## src/hdl/cqs_pkg.sv

```systemverilog
// shared types and codes for the circular queue with search
`default_nettype none
package cqs_pkg;

   localparam int DATA_W = 32;

   localparam logic [1:0] FUNC_ENQ  = 2'd0;
   localparam logic [1:0] FUNC_DEQ  = 2'd1;
   localparam logic [1:0] FUNC_SRCH = 2'd2;
   localparam logic [1:0] FUNC_NOP  = 2'd3;

   localparam logic [1:0] ST_OK       = 2'd0;
   localparam logic [1:0] ST_FULL     = 2'd1;
   localparam logic [1:0] ST_EMPTY    = 2'd2;
   localparam logic [1:0] ST_NOTFOUND = 2'd3;

   // broadcast from the control logic to every cell
   typedef struct packed {
      logic              wr_en;
      logic              is_deq;
      logic [DATA_W-1:0] data;
   } ctrl_type;

   // walking token handed from cell to cell
   typedef struct packed {
      logic              valid;
      logic              hit_hi;
      logic              hit_lo;
      logic [DATA_W-1:0] value;
   } link_type;

endpackage
`default_nettype wire

```

## src/hdl/cqs_cell.sv

```systemverilog
// one queue slot with its compare logic and one stage of the walking token
`default_nettype none
module cqs_cell #(
   parameter int DEPTH = 8,
   parameter int INDEX = 0
) (
   input  wire logic                         clock,
   input  wire logic                         reset,
   input  wire cqs_pkg::ctrl_type            ctrl,
   input  wire logic [$clog2(DEPTH)-1:0]     wr_slot,
   input  wire logic [$clog2(DEPTH)-1:0]     head,
   input  wire logic [$clog2(DEPTH+1)-1:0]   fill,
   input  wire cqs_pkg::link_type            prev_link,
   input  wire logic [$clog2(DEPTH)-1:0]     prev_pos_hi,
   input  wire logic [$clog2(DEPTH)-1:0]     prev_pos_lo,
   output cqs_pkg::link_type                 next_link,
   output logic [$clog2(DEPTH)-1:0]          next_pos_hi,
   output logic [$clog2(DEPTH)-1:0]          next_pos_lo
);

   localparam int IW = $clog2(DEPTH);
   localparam int OW = IW + 1;
   localparam logic [OW-1:0] IDX_W = OW'(INDEX);
   localparam logic [OW-1:0] DEP_W = OW'(DEPTH);
   localparam logic [IW-1:0] IDX_S = IW'(INDEX);

   logic [cqs_pkg::DATA_W-1:0] slot_ff;
   cqs_pkg::link_type          link_ff, link_in;
   logic [IW-1:0]              pos_hi_ff, pos_hi_in;
   logic [IW-1:0]              pos_lo_ff, pos_lo_in;
   logic [OW-1:0]              head_w;
   logic [OW-1:0]              offset;
   logic                       at_hi;
   logic                       occupied;
   logic                       hit;

   always_ff @(posedge clock) begin
      if (ctrl.wr_en && (wr_slot == IDX_S)) begin
         slot_ff <= ctrl.data;
      end
   end

   // slots at or above head come first in queue order, wrapped slots after
   always_comb begin
      head_w   = {1'b0, head};
      at_hi    = (IDX_W >= head_w);
      offset   = at_hi ? (IDX_W - head_w) : (IDX_W + DEP_W - head_w);
      occupied = (offset < OW'(fill));
      hit      = occupied && (ctrl.is_deq ? (IDX_S == head) : (slot_ff == ctrl.data));
   end

   always_comb begin
      link_in   = prev_link;
      pos_hi_in = prev_pos_hi;
      pos_lo_in = prev_pos_lo;
      if (prev_link.valid && hit) begin
         if (at_hi && !prev_link.hit_hi) begin
            link_in.hit_hi = 1'b1;
            pos_hi_in      = IDX_S;
            if (ctrl.is_deq) begin
               link_in.value = slot_ff;
            end
         end else if (!at_hi && !prev_link.hit_lo) begin
            link_in.hit_lo = 1'b1;
            pos_lo_in      = IDX_S;
         end
      end
   end

   always_ff @(posedge clock) begin
      if (reset) begin
         link_ff.valid <= 1'b0;
      end else begin
         link_ff.valid <= link_in.valid;
      end
      link_ff.hit_hi <= link_in.hit_hi;
      link_ff.hit_lo <= link_in.hit_lo;
      link_ff.value  <= link_in.value;
      pos_hi_ff      <= pos_hi_in;
      pos_lo_ff      <= pos_lo_in;
   end

   assign next_link   = link_ff;
   assign next_pos_hi = pos_hi_ff;
   assign next_pos_lo = pos_lo_ff;

endmodule
`default_nettype wire

```

## src/hdl/circular_queue_with_search_unit.sv

```systemverilog
// circular queue of signed words with search: a row of DEPTH slot cells walked by a token
// enqueue, op code 3 and full/empty refusals pass the done register, then the output register to rsp_valid
// dequeue and search first pass the launch register and every cell register (token walks all cells)
// requests stall while a walk is in progress or the done register holds a result;
// a new item is taken while the previous result waits in the output register
// reset: synchronous, clears head, tail, fill and all valids; slot contents are left as they are
`default_nettype none
module circular_queue_with_search_unit #(
   parameter int DEPTH = 8
) (
   input  wire logic                           clock,
   input  wire logic                           reset,
   input  wire logic                           req_valid,
   output logic                                req_stall,
   input  wire logic [1:0]                     req_func,
   input  wire logic signed [31:0]             req_data,
   output logic                                rsp_valid,
   input  wire logic                           rsp_stall,
   output logic [1:0]                          rsp_status,
   output logic signed [31:0]                  rsp_value,
   output logic [$clog2(DEPTH)-1:0]            rsp_position,
   output logic [$clog2(DEPTH+1)-1:0]          rsp_count
);

   localparam int IW = $clog2(DEPTH);
   localparam int CW = $clog2(DEPTH+1);
   localparam logic [IW-1:0] LAST_SLOT = IW'(DEPTH - 1);
   localparam logic [CW-1:0] FULL_CNT  = CW'(DEPTH);

   logic [IW-1:0]              head_ff, head_in;
   logic [IW-1:0]              tail_ff, tail_in;
   logic [CW-1:0]              fill_ff, fill_in;
   logic [cqs_pkg::DATA_W-1:0] data_ff, data_in;
   logic                       wr_en_ff, wr_en_in;
   logic [IW-1:0]              wr_slot_ff, wr_slot_in;
   logic                       walk_ff, walk_in;
   logic                       launch_ff, launch_in;
   logic                       is_deq_ff, is_deq_in;
   logic [IW-1:0]              walk_head_ff, walk_head_in;
   logic [CW-1:0]              walk_fill_ff, walk_fill_in;
   logic                       done_valid_ff, done_valid_in;
   logic [1:0]                 done_status_ff, done_status_in;
   logic [cqs_pkg::DATA_W-1:0] done_value_ff, done_value_in;
   logic [IW-1:0]              done_pos_ff, done_pos_in;
   logic [CW-1:0]              done_count_ff, done_count_in;
   logic                       rsp_valid_ff, rsp_valid_in;
   logic [1:0]                 rsp_status_ff, rsp_status_in;
   logic [cqs_pkg::DATA_W-1:0] rsp_value_ff, rsp_value_in;
   logic [IW-1:0]              rsp_pos_ff, rsp_pos_in;
   logic [CW-1:0]              rsp_count_ff, rsp_count_in;

   logic                       req_fire;
   logic                       rsp_free;
   cqs_pkg::ctrl_type          ctrl;
   cqs_pkg::link_type          chain_link [DEPTH+1];
   logic [IW-1:0]              chain_pos_hi [DEPTH+1];
   logic [IW-1:0]              chain_pos_lo [DEPTH+1];
   cqs_pkg::link_type          exit_link;

   assign ctrl = '{wr_en: wr_en_ff, is_deq: is_deq_ff, data: data_ff};

   assign chain_link[0]   = '{valid: launch_ff, hit_hi: 1'b0, hit_lo: 1'b0, value: '0};
   assign chain_pos_hi[0] = '0;
   assign chain_pos_lo[0] = '0;

   for (genvar i = 0; i < DEPTH; i++) begin : g_cell
      cqs_cell #(
         .DEPTH (DEPTH),
         .INDEX (i)
      ) u_cell (
         .clock       (clock),
         .reset       (reset),
         .ctrl        (ctrl),
         .wr_slot     (wr_slot_ff),
         .head        (walk_head_ff),
         .fill        (walk_fill_ff),
         .prev_link   (chain_link[i]),
         .prev_pos_hi (chain_pos_hi[i]),
         .prev_pos_lo (chain_pos_lo[i]),
         .next_link   (chain_link[i+1]),
         .next_pos_hi (chain_pos_hi[i+1]),
         .next_pos_lo (chain_pos_lo[i+1])
      );
   end

   assign exit_link = chain_link[DEPTH];

   assign req_stall = walk_ff || done_valid_ff;
   assign req_fire  = req_valid && !req_stall;
   assign rsp_free  = !rsp_valid_ff || !rsp_stall;

   always_comb begin
      head_in        = head_ff;
      tail_in        = tail_ff;
      fill_in        = fill_ff;
      data_in        = data_ff;
      wr_en_in       = 1'b0;
      wr_slot_in     = wr_slot_ff;
      walk_in        = walk_ff;
      launch_in      = 1'b0;
      is_deq_in      = is_deq_ff;
      walk_head_in   = walk_head_ff;
      walk_fill_in   = walk_fill_ff;
      done_valid_in  = done_valid_ff;
      done_status_in = done_status_ff;
      done_value_in  = done_value_ff;
      done_pos_in    = done_pos_ff;
      done_count_in  = done_count_ff;
      rsp_valid_in   = rsp_valid_ff;
      rsp_status_in  = rsp_status_ff;
      rsp_value_in   = rsp_value_ff;
      rsp_pos_in     = rsp_pos_ff;
      rsp_count_in   = rsp_count_ff;

      // skid stage to output register
      if (rsp_free) begin
         rsp_valid_in  = done_valid_ff;
         rsp_status_in = done_status_ff;
         rsp_value_in  = done_value_ff;
         rsp_pos_in    = done_pos_ff;
         rsp_count_in  = done_count_ff;
         done_valid_in = 1'b0;
      end

      // token left the last cell
      if (exit_link.valid) begin
         walk_in       = 1'b0;
         done_valid_in = 1'b1;
         done_value_in = exit_link.value;
         if (exit_link.hit_hi) begin
            done_status_in = cqs_pkg::ST_OK;
            // a dequeue reports the word only, position stays zero
            done_pos_in    = is_deq_ff ? '0 : chain_pos_hi[DEPTH];
         end else if (exit_link.hit_lo) begin
            done_status_in = cqs_pkg::ST_OK;
            done_pos_in    = chain_pos_lo[DEPTH];
         end else begin
            done_status_in = cqs_pkg::ST_NOTFOUND;
            done_pos_in    = '0;
         end
      end

      if (req_fire) begin
         data_in        = $unsigned(req_data);
         walk_head_in   = head_ff;
         walk_fill_in   = fill_ff;
         done_status_in = cqs_pkg::ST_OK;
         done_value_in  = '0;
         done_pos_in    = '0;
         case (req_func)
            cqs_pkg::FUNC_ENQ: begin
               done_valid_in = 1'b1;
               if (fill_ff == FULL_CNT) begin
                  done_status_in = cqs_pkg::ST_FULL;
               end else begin
                  wr_en_in   = 1'b1;
                  wr_slot_in = tail_ff;
                  tail_in    = (tail_ff == LAST_SLOT) ? '0 : tail_ff + 1'b1;
                  fill_in    = fill_ff + 1'b1;
               end
            end
            cqs_pkg::FUNC_DEQ: begin
               if (fill_ff == '0) begin
                  done_valid_in  = 1'b1;
                  done_status_in = cqs_pkg::ST_EMPTY;
               end else begin
                  walk_in   = 1'b1;
                  launch_in = 1'b1;
                  is_deq_in = 1'b1;
                  fill_in   = fill_ff - 1'b1;
                  // last entry gone: both pointers return to slot zero
                  if (fill_ff == CW'(1)) begin
                     head_in = '0;
                     tail_in = '0;
                  end else begin
                     head_in = (head_ff == LAST_SLOT) ? '0 : head_ff + 1'b1;
                  end
               end
            end
            cqs_pkg::FUNC_SRCH: begin
               if (fill_ff == '0) begin
                  done_valid_in  = 1'b1;
                  done_status_in = cqs_pkg::ST_EMPTY;
               end else begin
                  walk_in   = 1'b1;
                  launch_in = 1'b1;
                  is_deq_in = 1'b0;
               end
            end
            default: begin
               done_valid_in = 1'b1;
            end
         endcase
         done_count_in = fill_in;
      end
   end

   always_ff @(posedge clock) begin
      if (reset) begin
         head_ff       <= '0;
         tail_ff       <= '0;
         fill_ff       <= '0;
         wr_en_ff      <= 1'b0;
         walk_ff       <= 1'b0;
         launch_ff     <= 1'b0;
         done_valid_ff <= 1'b0;
         rsp_valid_ff  <= 1'b0;
      end else begin
         head_ff       <= head_in;
         tail_ff       <= tail_in;
         fill_ff       <= fill_in;
         wr_en_ff      <= wr_en_in;
         walk_ff       <= walk_in;
         launch_ff     <= launch_in;
         done_valid_ff <= done_valid_in;
         rsp_valid_ff  <= rsp_valid_in;
      end
      data_ff        <= data_in;
      wr_slot_ff     <= wr_slot_in;
      is_deq_ff      <= is_deq_in;
      walk_head_ff   <= walk_head_in;
      walk_fill_ff   <= walk_fill_in;
      done_status_ff <= done_status_in;
      done_value_ff  <= done_value_in;
      done_pos_ff    <= done_pos_in;
      done_count_ff  <= done_count_in;
      rsp_status_ff  <= rsp_status_in;
      rsp_value_ff   <= rsp_value_in;
      rsp_pos_ff     <= rsp_pos_in;
      rsp_count_ff   <= rsp_count_in;
   end

   assign rsp_valid    = rsp_valid_ff;
   assign rsp_status   = rsp_status_ff;
   assign rsp_value    = $signed(rsp_value_ff);
   assign rsp_position = rsp_pos_ff;
   assign rsp_count    = rsp_count_ff;

`ifndef SYNTHESIS
   a_fill_bound: assert property (@(posedge clock) disable iff (reset)
      fill_ff <= FULL_CNT)
      else $error("queue fill above depth");

   a_empty_ptrs: assert property (@(posedge clock) disable iff (reset)
      (fill_ff == '0) |-> (head_ff == '0 && tail_ff == '0))
      else $error("empty queue with pointers off slot zero");

   a_exit_in_walk: assert property (@(posedge clock) disable iff (reset)
      exit_link.valid |-> (walk_ff && !done_valid_ff))
      else $error("token left the chain with no walk pending");

   a_walk_holds_out: assert property (@(posedge clock) disable iff (reset)
      (walk_ff && !exit_link.valid) |=> req_stall)
      else $error("transfer taken while a walk is in progress");
`endif

endmodule
`default_nettype wire

```

## config.mk

```make
export PLATFORM = sky130hd
export DESIGN_NAME = circular_queue_with_search_unit
export DESIGN_NICKNAME = d
export VERILOG_FILES = /design/src/hdl/cqs_pkg.sv /design/src/hdl/cqs_cell.sv /design/src/hdl/circular_queue_with_search_unit.sv
export SDC_FILE = /design/constraint.sdc
export NUM_CORES = 1
export LEC_CHECK = 0
export ABC_AREA = 1
export BUFFER_PORTS_ARGS = -buffer_cell sky130_fd_sc_hd__buf_2
export CAP_MARGIN = 15
export CORE_MARGIN = 2
export CORE_UTILIZATION = 46
export DETAILED_ROUTE_END_ITERATION = 8
export PLACE_DENSITY = 0.63
export SLEW_MARGIN = 25
export SYNTH_ARGS = -nofsm -noshare
export SYNTH_HDL_FRONTEND = slang
export SYNTH_SLANG_ARGS = --single-unit
```

## constraint.sdc

```tcl
create_clock -name clock -period 6.4 [get_ports clock]
set_input_delay 0.32 -clock clock [delete_from_list [all_inputs] [get_ports clock]]
set_output_delay 0.32 -clock clock [all_outputs]
set_load 0.005 [all_outputs]
```

; ---- Word-level counts from Yosys, hierarchy flattened
; Index checks and enable logic that the tools add are counted.
[op_classes]
add_sub_neg = 19
mul = 0
div_mod_pow = 0
n_lt_le_gt_ge = 15
eq_ne = 32
shifts = 0
mux = 119
bitwise_logic = 6
reduce_logical = 76
[ops]
columns = op, n
row1 = 2-to-1 mux 32 bit, 15
row2 = equality test 32 bit, 8
row3 = 2-to-1 mux 34 bit, 6
row4 = 2-to-1 mux 3 bit, 36
row5 = 2-to-1 mux 1 bit, 44
row6 = logical AND 1 bit, 37
row7 = 2-to-1 mux 4 bit, 9
row8 = < comparator 4 bit, 8
row9 = "subtractor 4 x 3 -> 4 bit, first input constant", 7
row10 = logical NOT 1 bit, 21
row11 = "equality test 3 bit, second input constant", 6
row12 = "subtractor 3 x 3 -> 4 bit, first input constant", 4
row13 = "equality test 3 bit, first input constant", 4
row14 = 2-to-1 mux 2 bit, 5
row15 = ">= comparator 3 bit, first input constant", 3
row16 = AND reduction 3 bit, 3
row17 = "inequality test 2 bit, second input constant", 4
row18 = one-hot mux 4 bit (2 select lines), 1
row19 = "subtractor 1 x 3 -> 4 bit, first input constant", 2
row20 = "subtractor 2 x 3 -> 4 bit, first input constant", 2
row21 = "adder 3 x 1 -> 3 bit, second input constant", 2
row22 = "equality test 2 x 3 -> 1 bit, first input constant", 2
row23 = "equality test 3 x 2 -> 1 bit, second input constant", 2
row24 = ">= comparator 1 x 3 -> 1 bit, first input constant", 2
row25 = 22 further kinds, 34
[totals]
ff_bits = 718
latch_bits = 0
ramBits = 0
mem_bits_ro = 0
input_bits = 38
output_inout_bits = 43
word_cells = 342
n_memories = 0

; ---- Depth between registers and ports, before layout
[depth]
word_depth = 7
depth_mapped = 15
depth_no_buf = 13

; ---- Modules after synthesis
; From an unflattened synthesis, not the netlist that was laid out.
[hier_totals]
hier_cells = 3450
area_unflattened_um2 = 32577.5
[modules_own_cells]
columns = mod, n_inst, cells_per_inst, area_each_um2, seq_area_each_um2
row1 = circular_queue_with_search_unit, 1, 459, 5168.7, 3703.6
row2 = cqs_cell at g_cell[2].u_cell, 1, 440, 3543.4, 1781.7
row3 = cqs_cell at g_cell[6].u_cell, 1, 367, 3490.8, 1781.7
row4 = cqs_cell at g_cell[1].u_cell, 1, 370, 3483.3, 1781.7
row5 = cqs_cell at g_cell[4].u_cell, 1, 374, 3473.3, 1781.7
row6 = cqs_cell at g_cell[0].u_cell, 1, 377, 3430.8, 1781.7
row7 = cqs_cell at g_cell[5].u_cell, 1, 364, 3389.5, 1781.7
row8 = cqs_cell at g_cell[3].u_cell, 1, 361, 3353.2, 1781.7
row9 = cqs_cell at g_cell[7].u_cell, 1, 338, 3244.4, 1781.7

; ---- Worst setup path before layout
; OpenSTA, ideal clock, no wires.
[synth_path]
path_kind = register to register
startpoint = register walk_head_ff[2]
endpoint = register g_cell[2].u_cell.link_ff (netlist bit g_cell[2].u_cell.next_link[23])
arrival_time_ps = 2317
required_ps = 6288
setup_slack_ps = 3971
stages_incl_launch_ff = 12
n_path_buf = 1
period_less_slack_ps = 2429
path_cell_list = edfxtp_1 inv_2 ha_1 a21oi_1 xor2_1 ha_1 or2_2 a21oi_4 nand2_4 buf_4 nand2_1 nand2_1
[synth_rtl]
columns = item, line_no
row1 = "start, declared", circular_queue_with_search_unit.sv:39  ; logic [IW-1:0] walk_head_ff, walk_head_in;
row2 = "start signal, assigned", circular_queue_with_search_unit.sv:221  ; walk_head_ff <= walk_head_in;
row3 = "end, declared", cqs_cell.sv:28  ; cqs_pkg::link_type link_ff, link_in;

==> results.yml <==
routing:
  drt_pass1_iterations: 5
  drc: 0
  antenna_left: 0
  vias: 23100
  post_drt_wl_per_cell_um: 16.1
  drt-initial-drc-count: 1708
  drt-vias-per-instance: 4.89
  totalWireLength_um: 76100
global_route:
  grt_max_degree: 98
  antenna_found_initial: 0
  grt_usage_pct: 21.7
  grt_pass1_wl_um: 120000
  grt_pass1_vias: 21300
  grt-ovfl-total: 0
synth:
  synth_area_mm2: 0.0317
  syn_inst: 3716
  yosysMostFrequentCell: "nand2_1"
  synth_ff_type: "dfxtp_1"
  yosysTopAreaCell: "edfxtp_1"
  syn_area_per_cell_um2: 8.52
  synth.top_cell.area_share_pct: 32.8
  async_flop_share_pct: 0
  seq_area_frac_synth_pct: 55.8
  synth_edf_count: 346
  synth_commonest_cells: "nand2_1 (1,264), inv_1 (415), dfxtp_1 (364), edfxtp_1 (346), o21ai_0 (337)"
  yosys_warnings: 0
  synth-seq-cells: 710
  synth.area.top_cells: "edfxtp_1 (33%), dfxtp_1 (23%), nand2_1 (15%)"
  yosysUniqueCellTypes: 44
critical_path:
  worstSetupPathType: "reg -> reg"
  cp_cell_sequence: "inv_1 > ha_1 > inv_1 > ha_1 > inv_1 > xor2_1 > ha_1 > nor2_1 > nand2_1 > a21oi_4 > buf_4 > nand2_2 > nand2_1 > nand2_1"
  crit_slowest_cell: "nand2_2"
  cp-start-kind: "register"
  r2r_setup_slack_ns: 2.79
  cpPeakStageDelay_ns: 0.58
  setup.worst_path.end_class: "register"
  cp_max_fo: 39
  cp.arrival_ns: 4.12
  worst_ep_required_time_ns: 6.91
power_and_ir_drop:
  p_leak_nw: 15.0
  ir_worst_vdd_mv: 0.174
  combPwrFrac_pct: 8.3
  switchingPower_mw: 2.47
  p_per_area_mw_per_mm2: 286
  p_total_mw: 10.2
  power.share.clock_pct: 43.5
  seqPwrFrac_pct: 48.3
  switching_share_pct: 24.2
  internal_power_mw: 7.73
cells_and_area:
  synthToLayoutAreaGrowth_pct: 12.5
  fin_nets: 3864
  layout-drive-gt1-share_pct: 8.37
die:
  core_mm2: 0.0683
  die_h_um: 266
  design.die.area_mm2: 0.0710
  io_pins: 81
  die_w_um: 266
  start_util_pct: 46.3
  rows: 96
worst_hold_path:
  min_path_type: "in -> reg"
sta:
  fmax_mhz: 277
  setup_viol: 0
  period_share_pct: 56.5
  hold_viol: 0
  setup_tns_ns: 0
  rsz0062_at_grt: "no"
  relSlewSlack_pct: 32.8
  worstMarginPinSlew_ns: 1.01
  period_needed_ns: 3.61
  finalClockSkew_ns: 0.0202
  drv_slew: 0
clock_tree:
  numCtsBuffers: 77
  holdBufCountCts: 32
  clkTransAtPathRegs_ns: 0.06
  cts_buffer_depth: 3
  cts_max_level: 3
  clock-sinks: 710
  cts_setup_buffers: 0
  ctsRootBufferMaster: "clkbuf_16"
  postCtsResizedCells: 0
  clk_latency_ns: 0.63
  cts_tree: "yes"
place:
  io_buffer_count: 80
  gp_congestion: 0.836
  hpwl_um: 50000
run:
  drv_cap: 0
status:
  status: "finished, final reports clean"
==> final timing paths <==
kind                                               end                              startpoint  depth (start not counted)
max             g_cell[4].u_cell.next_link[31]$_DFF_P_               walk_head_ff[1]$_DFFE_PP_                         14
min          g_cell[1].u_cell.next_link[34]$_SDFF_PP0_                                   reset                          2
max reg2reg     g_cell[4].u_cell.next_link[31]$_DFF_P_               walk_head_ff[1]$_DFFE_PP_                         14
min reg2reg     g_cell[7].u_cell.next_link[32]$_DFF_P_  g_cell[6].u_cell.next_link[32]$_DFF_P_                          0
==> flip-flops by register name (all words and copies together), names as in the netlist, 17 cells and up <==
signal and count:
g_cell.u_cell.next_link 280, done_value_ff 32, g_cell.u_cell.slot_ff 256, data_ff 32
rsp_value 32, g_cell.u_cell.next_pos_lo 17, g_cell.u_cell.next_pos_hi 17
==> logic make-up after synthesis <==
kind of cell,Yosys count,synth area share [%]
fa+ha+maj,44,1.74
xor+xnor,159,4.40
compound gates,457,7.66
buf+inv,618,8.39
simple gates,1727,22.0
other cells,1,0.0118
flops,710,55.8
==> area by class of cell <==
class / instances / area (um^2)
fill: 6205 / 32700
sequential: 710 / 17700
multi-input combinational: 2389 / 11500
clock buffer: 111 / 2220
inverter: 429 / 1610
timing repair buffer: 175 / 1240
tap: 882 / 1100
clock inverter: 33 / 304
antenna: 1 / 2.50
==> per-stage QoR <==
stage                     hold slack (ns)  instances  setup WS [ns]  util (%)  area, um^2
after floorplan                     0.310       3717           3.97         -       31700
after global placement              0.311       4550           2.95      47.8       32700
after detailed placement            0.312       4550           2.84      47.8       32700
after CTS                          0.0937       4726           2.79      52.0       35500
after global routing                0.129       4729           2.54      52.1       35600
final                               0.109       4730           2.79      52.1       35600
==> layout by cell type (no fill, tap or decap), drive strengths merged, types with 39 or more instances in the layout <==
cell and count:
ha 44, edfxtp 346, nand3 229, inv 433, o21ai 406, nand4 39
clkbuf 111, xnor2 156, nor2 168, dfxtp 364, nand2 1270, buf 143
==> layer usage <==
metal / GRT usage, % / share of wire (%)
met4: 7.46 / 2.8
met2: 34.5 / 45
met3: 2.85 / 4.6
met1: 30.6 / 48
met5: 0 / 0
==> critical path, delay by kind of cell (launching register included) <==
kind / cells / cell delay, ns
simple gates: 5 / 1.06
compound gates: 1 / 0.12
flops: 1 / 0.56
buf+inv: 4 / 0.81
xor+xnor: 1 / 0.17
fa+ha+maj: 3 / 0.72
==> power groups by stage <==
stage	Sequential, mW	Combinational (mW)	Clock, mW
after floorplan	5.02	0.559	0
after global placement	5.02	0.815	0
after detailed placement	5.02	0.825	0
after CTS	4.92	0.844	4.52
after global routing	4.93	0.942	4.71
final	4.92	0.842	4.43
Note: power is estimated with default switching activity, not from simulation.
